[config.mk]
export PLATFORM = sky130hd
export DESIGN_NAME = ticket_priority_queue_core_flat
export DESIGN_NICKNAME = d
export VERILOG_FILES = /design/src/hw/rtl/tpq_pkg.sv /design/src/hw/rtl/tpq_if.sv /design/src/hw/rtl/tpq_ram.sv /design/src/hw/rtl/tpq_ctrl.sv /design/src/hw/rtl/ticket_priority_queue_core.sv /design/src/flat_wrapper.sv
export SDC_FILE = /design/constraint.sdc
export NUM_CORES = 1
export LEC_CHECK = 0
export ABC_AREA = 1
export BUFFER_PORTS_ARGS = -buffer_cell sky130_fd_sc_hd__buf_2
export CELL_PAD_IN_SITES_DETAIL_PLACEMENT = 2
export CELL_PAD_IN_SITES_GLOBAL_PLACEMENT = 2
export CORE_MARGIN = 2
export CORE_UTILIZATION = 38
export CTS_CLUSTER_DIAMETER = 40
export DETAILED_ROUTE_END_ITERATION = 10
export PLACE_DENSITY_LB_ADDON = 0.1
export SYNTH_ARGS = -nofsm -noshare
export SYNTH_HDL_FRONTEND = slang
export SYNTH_HIERARCHICAL = 1
export SYNTH_SLANG_ARGS = --single-unit
[constraint.sdc]
create_clock -name clk -period 4.3 [get_ports clk]
set_input_delay 0.215 -clock clk [delete_from_list [all_inputs] [get_ports clk]]
set_output_delay 0.215 -clock clk [all_outputs]
set_load 0.01 [all_outputs]
[src/hw/rtl/tpq_pkg.sv]
// ----------------------------------------------------------------------------
// tpq_pkg
// Types, sizes and codes shared by the ticket priority queue modules.
// ----------------------------------------------------------------------------
package tpq_pkg;

  localparam int DEPTH  = 16;
  localparam int ADDR_W = (DEPTH > 1) ? $clog2(DEPTH) : 1;
  localparam int CNT_W  = $clog2(DEPTH + 1);
  localparam int POS_W  = 5;

  typedef logic [ADDR_W-1:0] addr_t;
  typedef logic [CNT_W-1:0]  cnt_t;

  localparam logic REQ_INSERT = 1'b0;
  localparam logic REQ_CHANGE = 1'b1;

  localparam logic [1:0] ST_DONE      = 2'd0;
  localparam logic [1:0] ST_NOT_FOUND = 2'd1;
  localparam logic [1:0] ST_FULL      = 2'd2;

  typedef struct packed {
    logic [15:0] id;
    logic [1:0]  prio;
    logic [10:0] minute;
    logic [15:0] arrival;
  } entry_t;

  localparam int ENTRY_W = $bits(entry_t);

  typedef struct packed {
    logic        req_type;
    logic [15:0] ticket_id;
    logic [1:0]  priority_req;
    logic [10:0] minute_stamp;
    logic [15:0] arrival_order;
  } req_t;

  typedef struct packed {
    logic [1:0]       status;
    logic [POS_W-1:0] position;
    logic             head_valid;
    logic [15:0]      head_id;
    logic [POS_W-1:0] occupancy;
  } res_t;

  typedef struct packed {
    logic   we;
    addr_t  waddr;
    entry_t wdata;
    addr_t  raddr;
  } ram_req_t;

  typedef enum logic [3:0] {
    S_IDLE,
    S_SCAN_RD,
    S_SCAN_CMP,
    S_SHUP_RD,
    S_SHUP_WR,
    S_SHDN_RD,
    S_SHDN_WR,
    S_PLACE,
    S_HEAD_RD,
    S_HEAD_WAIT,
    S_DONE
  } state_t;

  // true when a ranks strictly before b
  function automatic logic ranks_before(entry_t a, entry_t b);
    logic r;
    if (a.prio != b.prio) begin
      r = (a.prio > b.prio);
    end else if (a.minute != b.minute) begin
      r = (a.minute < b.minute);
    end else begin
      r = (a.arrival < b.arrival);
    end
    return r;
  endfunction

endpackage

[src/hw/rtl/tpq_if.sv]
// ----------------------------------------------------------------------------
// tpq_in_if / tpq_out_if
// Valid/ready channels for requests and results of the ticket queue.
// ----------------------------------------------------------------------------
interface tpq_in_if;
  logic        valid;
  logic        ready;
  logic        req_type;
  logic [15:0] ticket_id;
  logic [1:0]  priority_req;
  logic [10:0] minute_stamp;
  logic [15:0] arrival_order;

  modport source (output valid, req_type, ticket_id, priority_req, minute_stamp,
                  arrival_order, input ready);
  modport sink   (input valid, req_type, ticket_id, priority_req, minute_stamp,
                  arrival_order, output ready);
endinterface

interface tpq_out_if;
  logic        valid;
  logic        ready;
  logic [1:0]  status;
  logic [4:0]  position;
  logic        head_valid;
  logic [15:0] head_id;
  logic [4:0]  occupancy;

  modport source (output valid, status, position, head_valid, head_id, occupancy,
                  input ready);
  modport sink   (input valid, status, position, head_valid, head_id, occupancy,
                  output ready);
endinterface

[src/hw/rtl/tpq_ram.sv]
// ----------------------------------------------------------------------------
// tpq_ram
// Generic simple dual-port RAM, one write and one registered read a cycle.
// ----------------------------------------------------------------------------
module tpq_ram #(
  parameter int WIDTH = 8,
  parameter int DEPTH = 16
) (
  input  logic                                     clk,
  input  logic                                     we,
  input  logic [((DEPTH > 1) ? $clog2(DEPTH) : 1)-1:0] waddr,
  input  logic [WIDTH-1:0]                         wdata,
  input  logic [((DEPTH > 1) ? $clog2(DEPTH) : 1)-1:0] raddr,
  output logic [WIDTH-1:0]                         rdata
);

  logic [WIDTH-1:0] mem_r [DEPTH];

  always_ff @(posedge clk) begin
    if (we) begin
      mem_r[waddr] <= wdata;
    end
    rdata <= mem_r[raddr];
  end

endmodule

[src/hw/rtl/tpq_ctrl.sv]
// ----------------------------------------------------------------------------
// tpq_ctrl
// Sequencer: scans the entry RAM, shifts entries and places the new one.
// ----------------------------------------------------------------------------
module tpq_ctrl (
  input  logic              clk,
  input  logic              rst_n,
  input  logic              req_valid,
  input  tpq_pkg::req_t     req,
  output logic              req_ready,
  output logic              res_valid,
  output tpq_pkg::res_t     res,
  input  logic              res_take,
  output tpq_pkg::ram_req_t ram_req,
  input  tpq_pkg::entry_t   ram_rdata
);

  tpq_pkg::state_t state_r, state_nxt;
  tpq_pkg::cnt_t   cnt_r, cnt_nxt;
  tpq_pkg::cnt_t   idx_r, idx_nxt;
  tpq_pkg::cnt_t   sh_r, sh_nxt;
  tpq_pkg::cnt_t   pos_r, pos_nxt;
  tpq_pkg::entry_t ent_r, ent_nxt;
  logic            kind_r, kind_nxt;
  logic [1:0]      status_r, status_nxt;
  logic [15:0]     head_id_r, head_id_nxt;

  always_ff @(posedge clk) begin
    if (!rst_n) begin
      state_r <= tpq_pkg::S_IDLE;
      cnt_r   <= '0;
    end else begin
      state_r <= state_nxt;
      cnt_r   <= cnt_nxt;
    end
  end

  always_ff @(posedge clk) begin
    idx_r     <= idx_nxt;
    sh_r      <= sh_nxt;
    pos_r     <= pos_nxt;
    ent_r     <= ent_nxt;
    kind_r    <= kind_nxt;
    status_r  <= status_nxt;
    head_id_r <= head_id_nxt;
  end

  always_comb begin
    tpq_pkg::entry_t moved;

    state_nxt   = state_r;
    cnt_nxt     = cnt_r;
    idx_nxt     = idx_r;
    sh_nxt      = sh_r;
    pos_nxt     = pos_r;
    ent_nxt     = ent_r;
    kind_nxt    = kind_r;
    status_nxt  = status_r;
    head_id_nxt = head_id_r;
    moved       = ram_rdata;
    moved.prio  = ent_r.prio;

    ram_req.we    = 1'b0;
    ram_req.waddr = tpq_pkg::addr_t'(sh_r);
    ram_req.wdata = ram_rdata;
    ram_req.raddr = tpq_pkg::addr_t'(idx_r);

    req_ready = 1'b0;
    res_valid = 1'b0;

    unique case (state_r)
      tpq_pkg::S_IDLE: begin
        req_ready = 1'b1;
        if (req_valid) begin
          ent_nxt.id      = req.ticket_id;
          ent_nxt.prio    = req.priority_req;
          ent_nxt.minute  = req.minute_stamp;
          ent_nxt.arrival = req.arrival_order;
          kind_nxt        = req.req_type;
          idx_nxt         = '0;
          pos_nxt         = '0;
          status_nxt      = tpq_pkg::ST_DONE;
          if (req.req_type == tpq_pkg::REQ_INSERT &&
              cnt_r == tpq_pkg::cnt_t'(tpq_pkg::DEPTH)) begin
            // drop the item
            status_nxt = tpq_pkg::ST_FULL;
            state_nxt  = tpq_pkg::S_HEAD_RD;
          end else begin
            state_nxt = tpq_pkg::S_SCAN_RD;
          end
        end
      end

      tpq_pkg::S_SCAN_RD: begin
        if (idx_r == cnt_r) begin
          if (kind_r == tpq_pkg::REQ_INSERT) begin
            // beats none: goes to the tail
            pos_nxt   = cnt_r;
            sh_nxt    = cnt_r;
            state_nxt = tpq_pkg::S_SHDN_RD;
          end else begin
            status_nxt = tpq_pkg::ST_NOT_FOUND;
            pos_nxt    = '0;
            state_nxt  = tpq_pkg::S_HEAD_RD;
          end
        end else begin
          state_nxt = tpq_pkg::S_SCAN_CMP;
        end
      end

      tpq_pkg::S_SCAN_CMP: begin
        if (kind_r == tpq_pkg::REQ_INSERT) begin
          if (tpq_pkg::ranks_before(ent_r, ram_rdata)) begin
            pos_nxt   = idx_r;
            sh_nxt    = cnt_r;
            state_nxt = tpq_pkg::S_SHDN_RD;
          end else begin
            idx_nxt   = tpq_pkg::cnt_t'(idx_r + 1'b1);
            state_nxt = tpq_pkg::S_SCAN_RD;
          end
        end else begin
          if (ram_rdata.id == ent_r.id) begin
            // keep stamp and arrival, take the new priority
            ent_nxt   = moved;
            sh_nxt    = idx_r;
            state_nxt = tpq_pkg::S_SHUP_RD;
          end else begin
            idx_nxt   = tpq_pkg::cnt_t'(idx_r + 1'b1);
            state_nxt = tpq_pkg::S_SCAN_RD;
          end
        end
      end

      tpq_pkg::S_SHUP_RD: begin
        ram_req.raddr = tpq_pkg::addr_t'(sh_r + 1'b1);
        if (tpq_pkg::cnt_t'(sh_r + 1'b1) == cnt_r) begin
          // removal done: re-place as an insert
          cnt_nxt   = tpq_pkg::cnt_t'(cnt_r - 1'b1);
          kind_nxt  = tpq_pkg::REQ_INSERT;
          idx_nxt   = '0;
          state_nxt = tpq_pkg::S_SCAN_RD;
        end else begin
          state_nxt = tpq_pkg::S_SHUP_WR;
        end
      end

      tpq_pkg::S_SHUP_WR: begin
        ram_req.we = 1'b1;
        sh_nxt     = tpq_pkg::cnt_t'(sh_r + 1'b1);
        state_nxt  = tpq_pkg::S_SHUP_RD;
      end

      tpq_pkg::S_SHDN_RD: begin
        ram_req.raddr = tpq_pkg::addr_t'(sh_r - 1'b1);
        if (sh_r == pos_r) begin
          state_nxt = tpq_pkg::S_PLACE;
        end else begin
          state_nxt = tpq_pkg::S_SHDN_WR;
        end
      end

      tpq_pkg::S_SHDN_WR: begin
        ram_req.we = 1'b1;
        sh_nxt     = tpq_pkg::cnt_t'(sh_r - 1'b1);
        state_nxt  = tpq_pkg::S_SHDN_RD;
      end

      tpq_pkg::S_PLACE: begin
        ram_req.we    = 1'b1;
        ram_req.waddr = tpq_pkg::addr_t'(pos_r);
        ram_req.wdata = ent_r;
        cnt_nxt       = tpq_pkg::cnt_t'(cnt_r + 1'b1);
        state_nxt     = tpq_pkg::S_HEAD_RD;
      end

      tpq_pkg::S_HEAD_RD: begin
        ram_req.raddr = '0;
        state_nxt     = tpq_pkg::S_HEAD_WAIT;
      end

      tpq_pkg::S_HEAD_WAIT: begin
        head_id_nxt = ram_rdata.id;
        state_nxt   = tpq_pkg::S_DONE;
      end

      tpq_pkg::S_DONE: begin
        res_valid = 1'b1;
        if (res_take) begin
          state_nxt = tpq_pkg::S_IDLE;
        end
      end

      default: begin
        state_nxt = tpq_pkg::S_IDLE;
      end
    endcase
  end

  always_comb begin
    res.status     = status_r;
    res.position   = tpq_pkg::POS_W'(pos_r);
    res.head_valid = (cnt_r != '0);
    res.head_id    = (cnt_r != '0) ? head_id_r : 16'd0;
    res.occupancy  = tpq_pkg::POS_W'(cnt_r);
  end

endmodule

[src/hw/rtl/ticket_priority_queue_core.sv]
// ----------------------------------------------------------------------------
// ticket_priority_queue_core
// Sorted ticket queue held in one entry RAM, with a registered result port.
// ----------------------------------------------------------------------------
// Requests enter on in_ch (insert, or change priority by id) and each gives
// exactly one result item on out_ch: status, position used, head and occupancy.
// Entries sit in a RAM sorted by priority, minute and arrival number. The
// sequencer reads entries one at a time through the registered RAM read.
// An insert scans to its position, shifts the later entries down one place
// and writes the new entry; at the tail nothing is shifted. A change scans
// for the id, shifts the later entries up to remove it, then runs the insert
// sequence on the rest. A miss scans all entries; a full insert reads the head.
// One item is worked on at a time; in_ch.ready is high only while idle.
// The result goes to an output register, so a new item is taken while a
// result still waits; a further result holds in the sequencer until taken.
// Reset (rst_n low, synchronous) empties the queue; RAM contents are not
// cleared, entries beyond the fill count are never used.
// ----------------------------------------------------------------------------
module ticket_priority_queue_core (
  input  logic      clk,
  input  logic      rst_n,
  tpq_in_if.sink    in_ch,
  tpq_out_if.source out_ch
);

  tpq_pkg::req_t     req;
  tpq_pkg::res_t     res;
  tpq_pkg::ram_req_t ram_req;
  tpq_pkg::entry_t   ram_rdata;
  logic              req_ready;
  logic              res_valid;
  logic              res_take;

  logic              out_valid_r;
  tpq_pkg::res_t     out_res_r;

  always_comb begin
    req.req_type      = in_ch.req_type;
    req.ticket_id     = in_ch.ticket_id;
    req.priority_req  = in_ch.priority_req;
    req.minute_stamp  = in_ch.minute_stamp;
    req.arrival_order = in_ch.arrival_order;
  end

  assign in_ch.ready = req_ready;

  tpq_ctrl u_ctrl (
    .clk       (clk),
    .rst_n     (rst_n),
    .req_valid (in_ch.valid),
    .req       (req),
    .req_ready (req_ready),
    .res_valid (res_valid),
    .res       (res),
    .res_take  (res_take),
    .ram_req   (ram_req),
    .ram_rdata (ram_rdata)
  );

  tpq_ram #(
    .WIDTH (tpq_pkg::ENTRY_W),
    .DEPTH (tpq_pkg::DEPTH)
  ) u_ram (
    .clk   (clk),
    .we    (ram_req.we),
    .waddr (ram_req.waddr),
    .wdata (ram_req.wdata),
    .raddr (ram_req.raddr),
    .rdata (ram_rdata)
  );

  // load when the output register is empty or being drained
  assign res_take = res_valid && (!out_valid_r || out_ch.ready);

  always_ff @(posedge clk) begin
    if (!rst_n) begin
      out_valid_r <= 1'b0;
    end else if (res_take) begin
      out_valid_r <= 1'b1;
    end else if (out_ch.ready) begin
      out_valid_r <= 1'b0;
    end
  end

  always_ff @(posedge clk) begin
    if (res_take) begin
      out_res_r <= res;
    end
  end

  assign out_ch.valid      = out_valid_r;
  assign out_ch.status     = out_res_r.status;
  assign out_ch.position   = out_res_r.position;
  assign out_ch.head_valid = out_res_r.head_valid;
  assign out_ch.head_id    = out_res_r.head_id;
  assign out_ch.occupancy  = out_res_r.occupancy;

endmodule
[src/flat_wrapper.sv]
// flat-port wrapper written by rule: the top's interface ports become plain ports
module ticket_priority_queue_core_flat 
  (clk, rst_n, in_ch_valid, in_ch_req_type, in_ch_ticket_id, in_ch_priority_req, in_ch_minute_stamp, in_ch_arrival_order, in_ch_ready, out_ch_valid, out_ch_status, out_ch_position, out_ch_head_valid, out_ch_head_id, out_ch_occupancy, out_ch_ready);
  tpq_in_if in_ch_i ();
  tpq_out_if out_ch_i ();
  input  logic clk;
  input  logic rst_n;
  input wire logic [$bits(in_ch_i.valid)-1:0] in_ch_valid;
  input wire logic [$bits(in_ch_i.req_type)-1:0] in_ch_req_type;
  input wire logic [$bits(in_ch_i.ticket_id)-1:0] in_ch_ticket_id;
  input wire logic [$bits(in_ch_i.priority_req)-1:0] in_ch_priority_req;
  input wire logic [$bits(in_ch_i.minute_stamp)-1:0] in_ch_minute_stamp;
  input wire logic [$bits(in_ch_i.arrival_order)-1:0] in_ch_arrival_order;
  output wire logic [$bits(in_ch_i.ready)-1:0] in_ch_ready;
  output wire logic [$bits(out_ch_i.valid)-1:0] out_ch_valid;
  output wire logic [$bits(out_ch_i.status)-1:0] out_ch_status;
  output wire logic [$bits(out_ch_i.position)-1:0] out_ch_position;
  output wire logic [$bits(out_ch_i.head_valid)-1:0] out_ch_head_valid;
  output wire logic [$bits(out_ch_i.head_id)-1:0] out_ch_head_id;
  output wire logic [$bits(out_ch_i.occupancy)-1:0] out_ch_occupancy;
  input wire logic [$bits(out_ch_i.ready)-1:0] out_ch_ready;
  assign in_ch_i.valid = in_ch_valid;
  assign in_ch_i.req_type = in_ch_req_type;
  assign in_ch_i.ticket_id = in_ch_ticket_id;
  assign in_ch_i.priority_req = in_ch_priority_req;
  assign in_ch_i.minute_stamp = in_ch_minute_stamp;
  assign in_ch_i.arrival_order = in_ch_arrival_order;
  assign in_ch_ready = in_ch_i.ready;
  assign out_ch_valid = out_ch_i.valid;
  assign out_ch_status = out_ch_i.status;
  assign out_ch_position = out_ch_i.position;
  assign out_ch_head_valid = out_ch_i.head_valid;
  assign out_ch_head_id = out_ch_i.head_id;
  assign out_ch_occupancy = out_ch_i.occupancy;
  assign out_ch_i.ready = out_ch_ready;
  ticket_priority_queue_core u_core (.clk(clk), .rst_n(rst_n), .in_ch(in_ch_i), .out_ch(out_ch_i));
endmodule
* Word level (Yosys, flattened, before mapping)
Memories as Yosys holds them, arrays and structs flattened. A register that Yosys moved wholly into a read port is not among the register bits.
Index checks and enable logic that the tools add are counted.
W data, S select, Z words.
** Word-level totals
- Flip-flop bits (word level) :: 118
- RAM bits :: 720
- Input bits :: 50
- Output and inout bits :: 31
- Word-level logic and storage cells :: 139
- Memories :: 1
** Memories
- u_core.u_ram.mem_r :: depth 16, bits a word 45, read ports 1, clocked after memory_dff 1, wr ports 1, RTL line tpq_ram.sv:17 : logic [WIDTH-1:0] mem_r [DEPTH];
** Cells by class
- Add/sub/neg operators :: 5
- Magnitude comparators :: 3
- Eq/ne operators :: 31
- Multiplexer cells :: 55
- Bitwise gates (word level) :: 2
- Reductions and logical operators :: 24
** Operators by type and width (count)
- $mux W45 :: 3
- $pmux W45 S2 :: 1
- $mux W5 :: 15
- $mux W49 :: 1
- $pmux W4 S11 :: 1
- $pmux W5 S3 :: 2
- $mux W4 :: 6
- $pmux W5 S4 :: 1
- $ne A2 B2 Y1 const B :: 9
- $eq A16 B16 Y1 :: 1
- $eq A4 B3 Y1 const B :: 4
- $lt A16 B16 Y1 :: 1
- $add A5 B1 Y5 const B :: 3
- $eq A5 B5 Y1 :: 3
- $reduce_and A5 Y1 :: 3
- $mux W1 :: 14
- $eq A4 B4 Y1 const B :: 3
- $ne A3 B3 Y1 const B :: 4
- $pmux W4 S3 :: 1
- $lt A11 B11 Y1 :: 1
- $ne A11 B11 Y1 :: 1
- $mux W2 :: 5
- $pmux W5 S2 :: 1
- $reduce_bool A2 Y1 :: 5
- 22 further kinds :: 31

* Logic depth before layout (Yosys ltp)
- Depth in word-level cells :: 8
- Depth in mapped cells :: 16

* Modules after synthesis
The synthesis kept the hierarchy.
** Modules (own cells, without submodules)
- tpq_ram :: instances 1, cells each 2969, area an instance 31725.4 µm², seq. area each 22521.6 µm²
- tpq_ctrl :: instances 1, cells each 747, area an instance 6003.3 µm², seq. area each 2552.4 µm²
- ticket_priority_queue_core :: instances 1, cells each 36, area an instance 922.1 µm², seq. area each 890.9 µm²

* Worst setup path after synthesis
Ideal clock, no wire load.
- Path kind :: flip-flop to flip-flop
- From :: reg u_core.u_ctrl.state_r[0]
- To :: reg u_core/u_ctrl/ent_r[0] (netlist name), enable pin
- Library setup time :: 0.508 ns
- Data arrival time :: 4.161 ns
- Path slack :: -0.369 ns
- Cell stages (with the launch flop) :: 8
- Buffers on the path :: 1
- Period minus slack after synthesis :: 4.669 ns
- Path through :: dfxtp_1 inv_2 nand2_1 nor2_4 inv_2 buf_2 nor2_4 a211oi_1
** Between the ends
- Word-level cells in the longest chain between the ends :: 3
** Ends and longest elaborated chain
- start: declaration :: RTL line tpq_ctrl.sv:18 : tpq_pkg::state_t state_r, state_nxt;
- start signal: assignment :: RTL line tpq_ctrl.sv:30 : state_r <= tpq_pkg::S_IDLE;
- start signal: assignment :: RTL line tpq_ctrl.sv:33 : state_r <= state_nxt;
- $eq A4 B2 Y1 / $logic_not A4 Y1 (equally long branches) :: RTL line tpq_ctrl.sv:71 : unique case (state_r)
- $ne A2 B2 Y1 (no source line) / $reduce_bool A2 Y1 (equally long branches)
- $reduce_and A4 Y1 (no source line) *
- end signal: assignment :: RTL line tpq_ctrl.sv:42 : ent_r <= ent_nxt;
- end: declaration :: RTL line tpq_ctrl.sv:23 : tpq_pkg::entry_t ent_r, ent_nxt;
Every way passes the cells marked *; elsewhere a longest branch is shown, timed or not.
A chain may end at the register's enable or synchronous reset.

==> metrics.txt <==
first-pass GRT wire length 194,000 µm; vias in the first global route 31,000; Global Route Usage Sum 25.2%; IO Count 81; RSZ-0062 raised after global routing false; Nets 4,007; max_cap viols 0; Register-to-Register Path Depth 13; Mapped Nets 3,837; Critical Path Start u_core/u_ctrl/state_r[1]$_SDFFE_PN0P_; power per cell area 759 nW/µm²; r2r setup slk 0.74 ns; Area contributors post-synth edfxtp_1 64%, nand2_1 11%, nand3_1 7.2%; port bufs 80; crit path to u_core/u_ram/rdata[6]$_DFF_P_; Setup Fix Bufs, Post-CTS 0; Peak supply drop 0.635 mV; r2r startpoint u_core/u_ctrl/state_r[1]$_SDFFE_PN0P_; DP HPWL 70,300 µm; Worst Setup End Kind flop; Die Y 323 µm; # rows 116; outcome completed; post-CTS sizing 0; root buffer cell clkbuf_16; Crit path top cell by count nand2_1; Worst Hold Launch in_ch_ticket_id[4]; HP Class input pin to flop; Initial DRC Count 1,700; Max H-tree Level 4; Clock Path Buffers 3; Non-Filler Instances 5,399; kind of critical path flop to flop; Synth Cell Area 38,700 µm²; DRT Wirelength 129,000 µm; layout cells sized above 1 10.9%; Yosys top cell by area edfxtp_1; Inst Count DP 5,082; Worst Path Arrival 4.18 ns; peak fanout along the critical path 167; fillers 10,200; Placer Congestion 0.806; ys async rst share 0%; Residual DRC 0; Least-Margin Pin Slew 1.29 ns; Die Wd 323 µm; max_slew headroom 13.8%; drt wl/cell 24.0 µm; crit path cell chain inv_1, nand2_1, nor2_1, nor2_1, nand2_1, o22ai_4, buf_12, buf_4, nand2_1, nand3_1, nand3_1, nand3_1, nand2_1; # clock sinks 883; power consumption 35,200 µW; pre-CTS setup slack 0.786 ns; Distinct cells, synth 41; largest net degree at the start of global routing 168; DRT Pass-1 Iters 7; setup tns final 0 ns; Hold Vio Cnt, Final 0; Max Fclk 281 MHz; CTS tree yes; Final period util 82.9%; Seq cells post-synth 883; post-route ant nets 0; post-layout minimum cycle time 3.56 ns; max incr delay on CP 0.57 ns; syn_area_per_cell 10.3 µm²; area delta synth->final 20.1%; fin worst setup slack 0.736 ns; Congestion Overflow GR 0; EDFF count, synth 828; initial antenna violation count 2; Die Area 104,000 µm²; core area 100,000 µm²; Final setup viols 0; number of CTS-inserted buffers 144; Setup Skew 0.0269 ns; CP max-delay cell buf_12; pins over their slew limit 0; worst skew pair latency 0.74 ns; Initial Util 38.5%; Pleak 0.0197 µW; Primary FF master, synth edfxtp_1; vias per cell 5.15; Worst Setup Start Kind flop; Synth Instances 3,752; Yosys top cell area share 64.3%; Seq/Total Area, Yosys 67.2%; synth warn 6; # diodes 0; Clock Pin Slew Worst Setup and Hold Paths 0.05 ns; R2R Path End u_core/u_ram/rdata[6]$_DFF_P_; via count 27,800; worst path required time 4.92 ns
[report_power, final]
part | switching (µW) | total, µW | leakage, µW | internal (µW)
Combinational | 8350 | 11300 | 0.00928 | 2940
Sequential | 548 | 11900 | 0.00795 | 11400
Clock | 4230 | 12000 | 0.00244 | 7790
Total | 13100 | 35200 | 0.0197 | 22100
[registers in the layout, summed over array words and instances, names as in the netlist, 2 cells and up]
name / cells
u_core/out_ch.head_id: 16
u_core/out_ch.occupancy: 5
u_core/out_ch.position: 5
u_core/out_ch.status: 2
u_core/u_ctrl/cnt_r: 5
u_core/u_ctrl/ent_r: 45
u_core/u_ctrl/head_id_r: 16
u_core/u_ctrl/idx_r: 5
u_core/u_ctrl/pos_r: 5
u_core/u_ctrl/sh_r: 5
u_core/u_ctrl/state_r: 4
u_core/u_ctrl/status_r: 2
u_core/u_ram/mem_r: 720
u_core/u_ram/rdata: 45
[placed cells by master, fill, tap and decap left out, types with 45 or more instances in the layout]
| cell | Yosys | routed |
|---|---|---|
| nor2_1 | 96 | 80 |
| o21ai_0 | 45 | 45 |
| nand3_1 | 559 | 559 |
| nand2_1 | 1143 | 1143 |
| a21oi_1 | 60 | 59 |
| buf_2 | 87 | 80 |
| inv_1 | 652 | 652 |
| dlygate4sd3_1 | 0 | 50 |
| edfxtp_1 | 828 | 828 |
| clkbuf_16 | 0 | 151 |
| dfxtp_1 | 55 | 55 |
[cell usage after synthesis, drive strengths merged (17+ instances only)]
master,number
nor2,102
xor2,18
dfxtp,55
edfxtp,828
xnor2,17
nand2,1146
o21ai,53
buf,152
inv,662
clkbuf,19
ha,34
nand3,560
a21oi,62
[cell families (layout without fill, tap and decap cells)]
logic type | count (synthesis) | in the layout | synth area share [%]
AOI/OAI and AO/OA | 129 | 129 | 1.78
xor gates and xnor gates | 35 | 35 | 0.910
adders and majority gates | 35 | 35 | 1.15
buffers and inverters | 833 | 1123 | 8.83
DFF | 883 | 883 | 67.2
muxes | 11 | 11 | 0.320
and+or+nand+nor | 1826 | 1826 | 19.8
[worst min path at each step]
stage | end | slack [ns] | cells past startpoint
CTS | u_core/u_ctrl/ent_r[32]$_DFFE_PP_ | 0.25 | 4
global route | u_core/u_ctrl/ent_r[39]$_DFFE_PP_ | 0.29 | 4
detailed placement | u_core/out_ch.status[0]$_DFFE_PP_ | 0.43 | 0
global placement | u_core/out_ch.status[0]$_DFFE_PP_ | 0.43 | 0
floorplan | u_core/u_ctrl/state_r[1]$_SDFFE_PN0P_ | 0.31 | 2
finish | u_core/u_ctrl/ent_r[33]$_DFFE_PP_ | 0.31 | 4
[worst max-delay path: cells and delay by family (launching register included)]
family,cells,cell delay (ns)
compound gates,1,0.34
buf+inv,3,1.18
flops,1,0.41
simple gates,9,1.30
[what timing repair did]
item	4_1_cts	5_1_grt
hold buffers	50	0
setup endpoints to repair	0	0
hold endpoints to repair	60	0
[metrics by stage]
step	utilization, %	hold WS [ns]	area [µm²]
2_1_floorplan	-	0.313	38700
3_5_place_dp	40.7	0.433	40900
5_1_grt	46.2	0.294	46400
4_1_cts	46.2	0.253	46400
6_report	46.2	0.305	46400
3_3_place_gp	40.7	0.433	40900
[layer usage]
metal | up-vias | track usage [%] | share of wire, %
met5 | - | 0 | 0.011
met1 | 14400 | 30.9 | 42
met3 | 263 | 4.03 | 3.8
met2 | 572 | 44.3 | 51
li1 | 12600 | - | -
met4 | 2 | 9.78 | 3.5
[area by class of cell]
cell class / count / area [µm²] / area share [%]
well taps: 1357 / 1700 / 3.66
clock inverters: 90 / 1070 / 2.31
flip-flops and latches: 883 / 26000 / 56.0
inverters: 662 / 2510 / 5.40
clock buffers: 176 / 3960 / 8.54
repair buffers: 195 / 1710 / 3.69
multi-input cells: 2036 / 9490 / 20.4
Power figures use the tool's default switching activity.
